`config.mk`:
```
export PLATFORM = sky130hd
export DESIGN_NAME = offset64_frame_receiver
export DESIGN_NICKNAME = d
export VERILOG_FILES = /design/src/hdl/o64fr_pkg.sv /design/src/hdl/o64fr_ctrl.sv /design/src/hdl/o64fr_dp.sv /design/src/hdl/offset64_frame_receiver.sv
export SDC_FILE = /design/constraint.sdc
export NUM_CORES = 1
export LEC_CHECK = 0
export BUFFER_PORTS_ARGS = -buffer_cell sky130_fd_sc_hd__buf_2
export CAP_MARGIN = 5
export CORE_MARGIN = 5
export CORE_UTILIZATION = 45
export DETAILED_ROUTE_END_ITERATION = 6
export GPL_TIMING_DRIVEN = 0
export PLACE_DENSITY_LB_ADDON = 0.15
export RECOVER_POWER = 25
export SETUP_SLACK_MARGIN = 0.1
export SLEW_MARGIN = 20
export SYNTH_ARGS = -nofsm -noshare
export SYNTH_HDL_FRONTEND = slang
export SYNTH_HIERARCHICAL = 1
export SYNTH_SLANG_ARGS = --single-unit
```
`constraint.sdc`:
```
create_clock -name clk -period 5 [get_ports clk]
set_clock_uncertainty 0.2 [all_clocks]
set_input_delay 0.25 -clock clk [delete_from_list [all_inputs] [get_ports clk]]
set_output_delay 0.25 -clock clk [all_outputs]
set_load 0.05 [all_outputs]
```
`src/hdl/o64fr_pkg.sv`:
```
// Shared constants, codes and controller/datapath interface types for the frame receiver.
package o64fr_pkg;

	localparam int FRAME_DEPTH = 64;
	localparam int IDX_W       = $clog2(FRAME_DEPTH + 1);
	localparam int ADDR_W      = $clog2(FRAME_DEPTH);
	localparam int SUM_W       = 12;

	localparam logic [7:0] CH_START     = 8'h23;
	localparam logic [7:0] CH_CR        = 8'h0D;
	localparam logic [7:0] CH_OFFSET    = 8'h3D;
	localparam logic [7:0] CH_ADDR_BASE = 8'h61;
	localparam logic [7:0] CH_RESET     = 8'h52;

	// '#', address, command and two checksum characters
	localparam logic [IDX_W-1:0] MIN_FILL       = IDX_W'(5);
	// smallest fill that holds one full payload group
	localparam logic [IDX_W-1:0] FIRST_GRP_FILL = IDX_W'(9);
	localparam logic [IDX_W-1:0] PAYLOAD_START  = IDX_W'(3);

	typedef enum logic [1:0] {
		ST_OK      = 2'd0,
		ST_BAD_CK  = 2'd1,
		ST_OVERRUN = 2'd2,
		ST_SHORT   = 2'd3
	} status_t;

	typedef enum logic [1:0] {
		OUT_STATUS,
		OUT_EMPTY,
		OUT_DATA
	} out_kind_t;

	typedef enum logic [2:0] {
		S_IDLE,
		S_CHECK,
		S_READ,
		S_DRAIN,
		S_EMIT,
		S_STATUS,
		S_EMPTY
	} state_t;

	typedef struct packed {
		logic      start;
		logic      append;
		logic      restart;
		logic      rd_first;
		logic      rd_en;
		logic      out_load;
		out_kind_t kind;
		status_t   status;
		logic [1:0] sel;
		logic      last;
	} dp_cmd_t;

	typedef struct packed {
		logic in_frame;
		logic full;
		logic is_start;
		logic is_cr;
		logic too_short;
		logic ck_ok;
		logic no_groups;
		logic last_group;
		logic out_free;
	} dp_sts_t;

endpackage

```
`src/hdl/o64fr_ctrl.sv`:
```
// Controller state machine: byte intake, frame close, group read and result sequencing.
module o64fr_ctrl (
	input  logic               clk,
	input  logic               arst_n,
	input  logic               rx_valid,
	output logic               rx_ready,
	input  o64fr_pkg::dp_sts_t sts,
	output o64fr_pkg::dp_cmd_t cmd
);
	import o64fr_pkg::*;

	state_t     state_q, state_n;
	logic [1:0] cnt_q, cnt_n;
	status_t    stat_q, stat_n;

	always_ff @(posedge clk or negedge arst_n) begin
		if (!arst_n) begin
			state_q <= S_IDLE;
			cnt_q   <= '0;
			stat_q  <= ST_OK;
		end else begin
			state_q <= state_n;
			cnt_q   <= cnt_n;
			stat_q  <= stat_n;
		end
	end

	always_comb begin
		state_n  = state_q;
		cnt_n    = cnt_q;
		stat_n   = stat_q;
		rx_ready = 1'b0;
		cmd      = '0;
		cmd.kind   = OUT_STATUS;
		cmd.status = stat_q;
		cmd.sel    = cnt_q;
		unique case (state_q)
			S_IDLE: begin
				rx_ready = 1'b1;
				if (rx_valid) begin
					if (!sts.in_frame) begin
						cmd.start = sts.is_start;
					end else if (sts.full) begin
						stat_n  = ST_OVERRUN;
						state_n = S_STATUS;
					end else if (sts.is_cr) begin
						if (sts.too_short) begin
							stat_n  = ST_SHORT;
							state_n = S_STATUS;
						end else begin
							state_n = S_CHECK;
						end
					end else begin
						cmd.append = 1'b1;
					end
				end
			end
			S_CHECK: begin
				if (!sts.ck_ok) begin
					stat_n  = ST_BAD_CK;
					state_n = S_STATUS;
				end else if (sts.no_groups) begin
					state_n = S_EMPTY;
				end else begin
					cmd.rd_first = 1'b1;
					cnt_n        = '0;
					state_n      = S_READ;
				end
			end
			S_READ: begin
				cmd.rd_en = 1'b1;
				cnt_n     = cnt_q + 2'd1;
				if (cnt_q == 2'd3) begin
					state_n = S_DRAIN;
				end
			end
			S_DRAIN: begin
				cnt_n   = '0;
				state_n = S_EMIT;
			end
			S_EMIT: begin
				if (sts.out_free) begin
					cmd.out_load = 1'b1;
					cmd.kind     = OUT_DATA;
					cmd.last     = (cnt_q == 2'd2) && sts.last_group;
					cnt_n        = cnt_q + 2'd1;
					if (cnt_q == 2'd2) begin
						cnt_n = '0;
						if (sts.last_group) begin
							cmd.restart = 1'b1;
							state_n     = S_IDLE;
						end else begin
							state_n = S_READ;
						end
					end
				end
			end
			S_STATUS: begin
				if (sts.out_free) begin
					cmd.out_load = 1'b1;
					cmd.kind     = OUT_STATUS;
					cmd.restart  = 1'b1;
					state_n      = S_IDLE;
				end
			end
			S_EMPTY: begin
				if (sts.out_free) begin
					cmd.out_load = 1'b1;
					cmd.kind     = OUT_EMPTY;
					cmd.restart  = 1'b1;
					state_n      = S_IDLE;
				end
			end
			default: begin
				state_n = S_IDLE;
			end
		endcase
	end

endmodule

```
`src/hdl/o64fr_dp.sv`:
```
// Datapath: frame store, running sum, checksum compare, group unpack and result register.
module o64fr_dp (
	input  logic               clk,
	input  logic               arst_n,
	input  logic [7:0]         rx_byte,
	input  o64fr_pkg::dp_cmd_t cmd,
	output o64fr_pkg::dp_sts_t sts,
	input  logic               res_ready,
	output logic               res_valid,
	output logic [7:0]         frame_address,
	output logic [7:0]         frame_command,
	output logic [7:0]         payload_byte,
	output logic               payload_valid,
	output logic [1:0]         frame_status,
	output logic               reset_request,
	output logic               last_of_frame
);
	import o64fr_pkg::*;

	logic [7:0]       frame_mem [FRAME_DEPTH];
	logic [IDX_W-1:0] fill_q;
	logic [SUM_W-1:0] sum_q;
	logic             in_frame_q;
	logic [7:0]       last1_q, last2_q;
	logic [7:0]       addr_q, cmd_q;
	logic [IDX_W-1:0] rd_ptr_q;
	logic [7:0]       rd_data_q;
	logic             rd_vld_s1;
	logic [31:0]      grp_q;
	logic             res_valid_q;

	logic [SUM_W-1:0] ck_sum;
	logic [7:0]       ck_hi, ck_lo;
	logic [7:0]       ga, gb, gc, gd;
	logic [7:0]       byte_x, byte_y, byte_z, byte_sel;
	logic             wr_en;
	logic [ADDR_W-1:0] wr_addr;

	assign wr_en   = cmd.start || cmd.append;
	assign wr_addr = cmd.start ? '0 : fill_q[ADDR_W-1:0];

	always_ff @(posedge clk) begin
		if (wr_en) begin
			frame_mem[wr_addr] <= rx_byte;
		end
		if (cmd.rd_en) begin
			rd_data_q <= frame_mem[rd_ptr_q[ADDR_W-1:0]];
		end
	end

	always_ff @(posedge clk or negedge arst_n) begin
		if (!arst_n) begin
			fill_q      <= '0;
			sum_q       <= '0;
			in_frame_q  <= 1'b0;
			rd_vld_s1   <= 1'b0;
			res_valid_q <= 1'b0;
		end else begin
			rd_vld_s1 <= cmd.rd_en;
			if (cmd.restart) begin
				fill_q     <= '0;
				sum_q      <= '0;
				in_frame_q <= 1'b0;
			end else if (cmd.start) begin
				fill_q     <= IDX_W'(1);
				sum_q      <= SUM_W'(CH_START);
				in_frame_q <= 1'b1;
			end else if (cmd.append) begin
				fill_q <= fill_q + IDX_W'(1);
				sum_q  <= sum_q + SUM_W'(rx_byte);
			end
			if (cmd.out_load) begin
				res_valid_q <= 1'b1;
			end else if (res_ready) begin
				res_valid_q <= 1'b0;
			end
		end
	end

	// track the last two stored characters and the header fields as they go by
	always_ff @(posedge clk) begin
		if (cmd.start) begin
			last1_q <= rx_byte;
		end else if (cmd.append) begin
			last2_q <= last1_q;
			last1_q <= rx_byte;
			if (fill_q == IDX_W'(1)) begin
				addr_q <= rx_byte - CH_ADDR_BASE;
			end
			if (fill_q == IDX_W'(2)) begin
				cmd_q <= rx_byte;
			end
		end
		if (cmd.rd_first) begin
			rd_ptr_q <= PAYLOAD_START;
		end else if (cmd.rd_en) begin
			rd_ptr_q <= rd_ptr_q + IDX_W'(1);
		end
		if (rd_vld_s1) begin
			grp_q <= {grp_q[23:0], rd_data_q - CH_OFFSET};
		end
	end

	assign ck_sum = sum_q - SUM_W'(last2_q) - SUM_W'(last1_q);
	assign ck_hi  = CH_OFFSET + 8'(ck_sum[11:6]);
	assign ck_lo  = CH_OFFSET + 8'(ck_sum[5:0]);

	assign ga = grp_q[31:24];
	assign gb = grp_q[23:16];
	assign gc = grp_q[15:8];
	assign gd = grp_q[7:0];
	assign byte_x = {ga[5:0], 2'b00} | {4'b0000, gb[7:4]};
	assign byte_y = {gb[3:0], 4'b0000} | {2'b00, gc[7:2]};
	assign byte_z = {gc[1:0], 6'b000000} | gd;

	always_comb begin
		case (cmd.sel)
			2'd0:    byte_sel = byte_x;
			2'd1:    byte_sel = byte_y;
			default: byte_sel = byte_z;
		endcase
	end

	always_comb begin
		sts.in_frame  = in_frame_q;
		sts.full      = fill_q >= IDX_W'(FRAME_DEPTH);
		sts.is_start  = rx_byte == CH_START;
		sts.is_cr     = rx_byte == CH_CR;
		sts.too_short = fill_q < MIN_FILL;
		sts.ck_ok     = (ck_hi == last2_q) && (ck_lo == last1_q);
		sts.no_groups = fill_q < FIRST_GRP_FILL;
		// another group fits when its last character sits before the checksum
		sts.last_group = ({1'b0, rd_ptr_q} + (IDX_W+1)'(6)) > {1'b0, fill_q};
		sts.out_free  = !res_valid_q || res_ready;
	end

	always_ff @(posedge clk) begin
		if (cmd.out_load) begin
			unique case (cmd.kind)
				OUT_STATUS: begin
					frame_address <= '0;
					frame_command <= '0;
					payload_byte  <= '0;
					payload_valid <= 1'b0;
					frame_status  <= cmd.status;
					reset_request <= 1'b0;
					last_of_frame <= 1'b1;
				end
				OUT_EMPTY: begin
					frame_address <= addr_q;
					frame_command <= cmd_q;
					payload_byte  <= '0;
					payload_valid <= 1'b0;
					frame_status  <= ST_OK;
					reset_request <= cmd_q == CH_RESET;
					last_of_frame <= 1'b1;
				end
				default: begin
					frame_address <= addr_q;
					frame_command <= cmd_q;
					payload_byte  <= byte_sel;
					payload_valid <= 1'b1;
					frame_status  <= ST_OK;
					reset_request <= cmd_q == CH_RESET;
					last_of_frame <= cmd.last;
				end
			endcase
		end
	end

	assign res_valid = res_valid_q;

endmodule

```
`src/hdl/offset64_frame_receiver.sv`:
```
// Top level of the offset-64 frame receiver: controller plus datapath.
//
// Receive channel (rx_valid/rx_ready/rx_byte): one serial byte per request.
// Bytes are dropped until '#' opens a frame; after that every byte but a
// carriage return goes into a 64-entry frame store and into a 12-bit sum.
// rx_ready is high whenever the controller is idle, so a plain data byte is
// taken every cycle, even while a finished result still waits in the output
// register.
// Result channel (res_valid/res_ready and the result fields): a carriage
// return closes the frame. Short frames, bad checksums and overruns give one
// status request with last_of_frame set. A good frame gives three payload
// requests per full group of four characters, or one request with
// payload_valid low when there is no full group; the last one is marked.
// The checksum is checked in the cycle after the carriage return; each
// group then takes four store reads (one read port), a drain step and
// three output requests. The receive side is closed while this goes on.
// A stalled receiver holds the output register and the sequencer in place.
// Reset (arst_n low) empties the result register and returns to waiting for
// '#'; the frame store itself is not cleared.
module offset64_frame_receiver (
	input  logic       clk,
	input  logic       arst_n,
	input  logic       rx_valid,
	output logic       rx_ready,
	input  logic [7:0] rx_byte,
	output logic       res_valid,
	input  logic       res_ready,
	output logic [7:0] frame_address,
	output logic [7:0] frame_command,
	output logic [7:0] payload_byte,
	output logic       payload_valid,
	output logic [1:0] frame_status,
	output logic       reset_request,
	output logic       last_of_frame
);
	import o64fr_pkg::*;

	dp_cmd_t cmd;
	dp_sts_t sts;

	// sequence intake, frame close and result emission
	o64fr_ctrl u_ctrl (
		.clk      (clk),
		.arst_n   (arst_n),
		.rx_valid (rx_valid),
		.rx_ready (rx_ready),
		.sts      (sts),
		.cmd      (cmd)
	);

	// hold the frame, the sum and the result register
	o64fr_dp u_dp (
		.clk           (clk),
		.arst_n        (arst_n),
		.rx_byte       (rx_byte),
		.cmd           (cmd),
		.sts           (sts),
		.res_ready     (res_ready),
		.res_valid     (res_valid),
		.frame_address (frame_address),
		.frame_command (frame_command),
		.payload_byte  (payload_byte),
		.payload_valid (payload_valid),
		.frame_status  (frame_status),
		.reset_request (reset_request),
		.last_of_frame (last_of_frame)
	);

endmodule

```
==> flow_summary_export.csv <==
group,metric,value,unit
place,placedInstanceArea,28510,um2
detailed_routing,wire_per_inst,25.57,um
die,start_util,45.18,%
detailed_routing,first_pass_iters,5,
die,die_x,255.7,um
setup_path,r2r-start,"u_dp/last2_q[2]$_DFFE_PP_",
synthesis,synth_ff_type,"edfxtp_1",
clock_tree,cts_tree,"done",
synthesis,avgSynthCellArea,18.28,um2
final_layout,multi_input_area,7631,um2
final_layout,regMostFlops,"u_dp/frame_mem",
setup_path,startpoint,"u_dp/last2_q[2]$_DFFE_PP_",
setup_path,worstSetupPathType,"reg -> reg",
synthesis,yosys-top-cells-area,"edfxtp_1 68%, mux4_2 14%, dfrtp_1 2.7%",
clock_tree,numClockSinks,647,
place,routabilityCongestion,0.8050,
outcome,status,"finished, final reports clean",
synthesis,synth_commonest_cells,"611 x edfxtp_1, 168 x mux4_2, 125 x nor2_1",
synthesis,synthesis.nets,1550,
final_layout,final_area,30990,um2
synthesis,mappedNetlistArea,27170,um2
global_routing,grt_max_degree,73,
setup_path,arrival,5.08,ns
global_routing,grt_pass1_vias,14360,
final_layout,antenna_cells,0,
timing,min_period,4.810,ns
final_layout,fin_cells,2445,
die,rows,90,
synthesis,yosys.cell_count.top_type,"edfxtp_1",
synthesis,synth_cell_type_count,78,
clock_tree,clk_latency,0.59,ns
detailed_routing,viasPerCell,5.746,
clock_tree,clk_path_buf_depth,3,
synthesis,ys_seq_area_share,70.72,%
timing,fin_crit_sh,96.19,%
synthesis,yosysWarnings,6,
power,p_per_area,474.7,nW/um2
timing,timing.fmax,207.9,MHz
global_routing,grt_pass1_wl,93320,um
clock_tree,root_buffer,"clkbuf_16",
setup_path,crit_required,5.27,ns
place,port-buffer-count,42,
clock_tree,clk_pin_slew_worst_paths,0.06,ns
detailed_routing,vias,14050,
setup_path,crit_path_max_incr_delay,0.57,ns
setup_path,endpoint_kind,"register",
synthesis,netlist.top_cell.by_area,"edfxtp_1",
final_layout,area_delta_synth_final,14.07,%
detailed_routing,ant_nets,0,
setup_path,worstSetupStartpointType,"register",
place,dp_cells,2315,
timing,setup_violations,0,
power,p_leak,0.01019,uW
clock_tree,htree_levels,3,
power,vdd_drop_max,285.3,uV
global_routing,antenna_found_initial,0,
setup_path,crit_chain,"inv_1 -> fa_1 -> ha_1 -> o211ai_1 -> buf_4 -> a21boi_1 -> o211a_1 -> nor4_1 -> xnor2_2 -> nor4b_1 -> nor4_2 -> a211oi_4 -> buf_6 -> nand2_4 -> o311a_4 -> mux2_4",
synthesis,synth_edf_count,611,
place,dp_hpwl,40780,um
timing,fin_tns_setup,0,ns
setup_path,reg2reg_depth,16,
final_layout,regArea,19210,um2
final_layout,layout-drive-gt1-share,23.81,%
detailed_routing,drc_errors,0,
synthesis,netlist.area_leader.share,67.53,%
synthesis,synth_seq_cells,647,
timing,maxSlewHeadroom,27.05,%
synthesis,async_flop_share,4.482,%
final_layout,nNetsFinal,1675,
timing,slew_viol_final,0,
detailed_routing,dr.first_iter.drc_count,1266,
die,die_h,255.7,um
die,boundaryPins,43,
setup_path,cp_max_fo,8,
final_layout,largest_reg_flops,512,
run,cap_violations,0,
global_routing,grt-ovfl-total,0,
timing,finalHoldViolCount,0,
clock_tree,cts_buffers,68,
global_routing,grtUsageTotal,19.14,%
setup_path,slowest_stage,"nor4_1",
synthesis,synthCells,1486,
detailed_routing,wl,62520,um
timing,rsz0062_at_grt,"true",
final_layout,fill_cells,4835,
die,fp.coreArea,60130,um2
die,die_area,65390,um2
timing,worst_pin_slew,1.090,ns
final_layout,top_regs,"u_dp/frame_mem (512), u_dp/grp_q (30), u_dp/sum_q (12)",
timing,whs,0.05288,ns
worst_hold_path,hp-class,"in -> async",
## layout by cell type, fill, tap and decap left out, types with 15 or more instances in the layout
cell type    n
a21oi_1     22
buf_2       46
buf_4       16
clkbuf_1    35
clkbuf_16   71
clkinv_1    17
dfrtp_1     29
edfxtp_1   611
ha_1        42
inv_1       59
mux4_2     168
nand2_1     46
nand3_1     19
nor2_1     112
nor2b_1     22
o21ai_0     23
xnor2_1     36
xor2_1      15
## per-layer routing
metal  part of all wire (%)  global-route usage, %
met5                      0                      0
met4                    3.2                  6.012
met3                    5.3                  3.926
met2                     48                  30.88
met1                     43                  26.63
## worst max-delay path, delay by kind of cell (launching register included)
family,cells,cell delay (ns)
adders and majority gates,2,0.78
muxes,1,0.30
and+or+nand+nor,4,1.12
xor gates and xnor gates,1,0.28
DFF,1,0.45
buffers and inverters,3,0.44
AOI/OAI and AO/OA,5,1.12
## layout make-up
type	count	share of cell area, %
Sequential cell	647	61.99
Multi-Input combinational cell	712	24.62
Clock buffer	80	5.874
Tap cell	782	3.157
Timing Repair Buffer	56	1.336
Clock inverter	42	1.308
Buffer	66	0.9810
Inverter	60	0.7267
## where the power goes
group	switching [uW]	internal, uW	leakage, uW
logic	2050	1460	0.00313
clock network	2000	3010	0.00110
registers	70.5	6120	0.00596
## cell families after synthesis
logic type               after synthesis  share of synthesized area [%]
flip-flops                           647                          70.72
AND/OR/NAND/NOR                      316                          5.798
multiplexers                         181                          14.43
buffers and inverters                127                          1.902
AO/OA/AOI/OAI                        110                          2.754
XOR/XNOR                              53                          1.759
adder cells (fa/ha/maj)               52                          2.643
## metrics by stage
| stage | setup slack [ns] | utilization [%] | total power (uW) |
|---|---|---|---|
| floorplan | 0.3010 | - | 8716 |
| global placement | -1.566 | 47.16 | 9763 |
| detailed placement | -1.187 | 47.42 | 9831 |
| CTS | 0.1028 | 51.40 | 14880 |
| global route | -0.05344 | 51.54 | 15300 |
| finish | 0.1903 | 51.54 | 14710 |
## path summary, 6_finish.rpt
check | to | slack [ns]
worst max-delay path | u_ctrl/cnt_q[1]$_DFFE_PN0P_ | 0.19
worst min-delay path | u_dp/res_valid$_DFFE_PN0P_ | 0.05
worst max register to register | u_ctrl/cnt_q[1]$_DFFE_PN0P_ | 0.19
worst min register to register | u_dp/grp_q[29]$_DFFE_PP_ | 0.25
max in group asynchronous | u_dp/fill_q[4]$_DFFE_PN0P_ | 4.06
min in group clk | u_dp/frame_mem[4][0]$_DFFE_PP_ | 0.05
## repair_timing
item,4_1_cts,5_1_grt
buffers inserted,5,0
resized for setup,23,21
setup endpoints to repair,85,66
hold buffers,4,0
endpoints found under the hold margin,56,0
pin swaps,4,8
No activity file was read; power rests on OpenSTA's default activity.
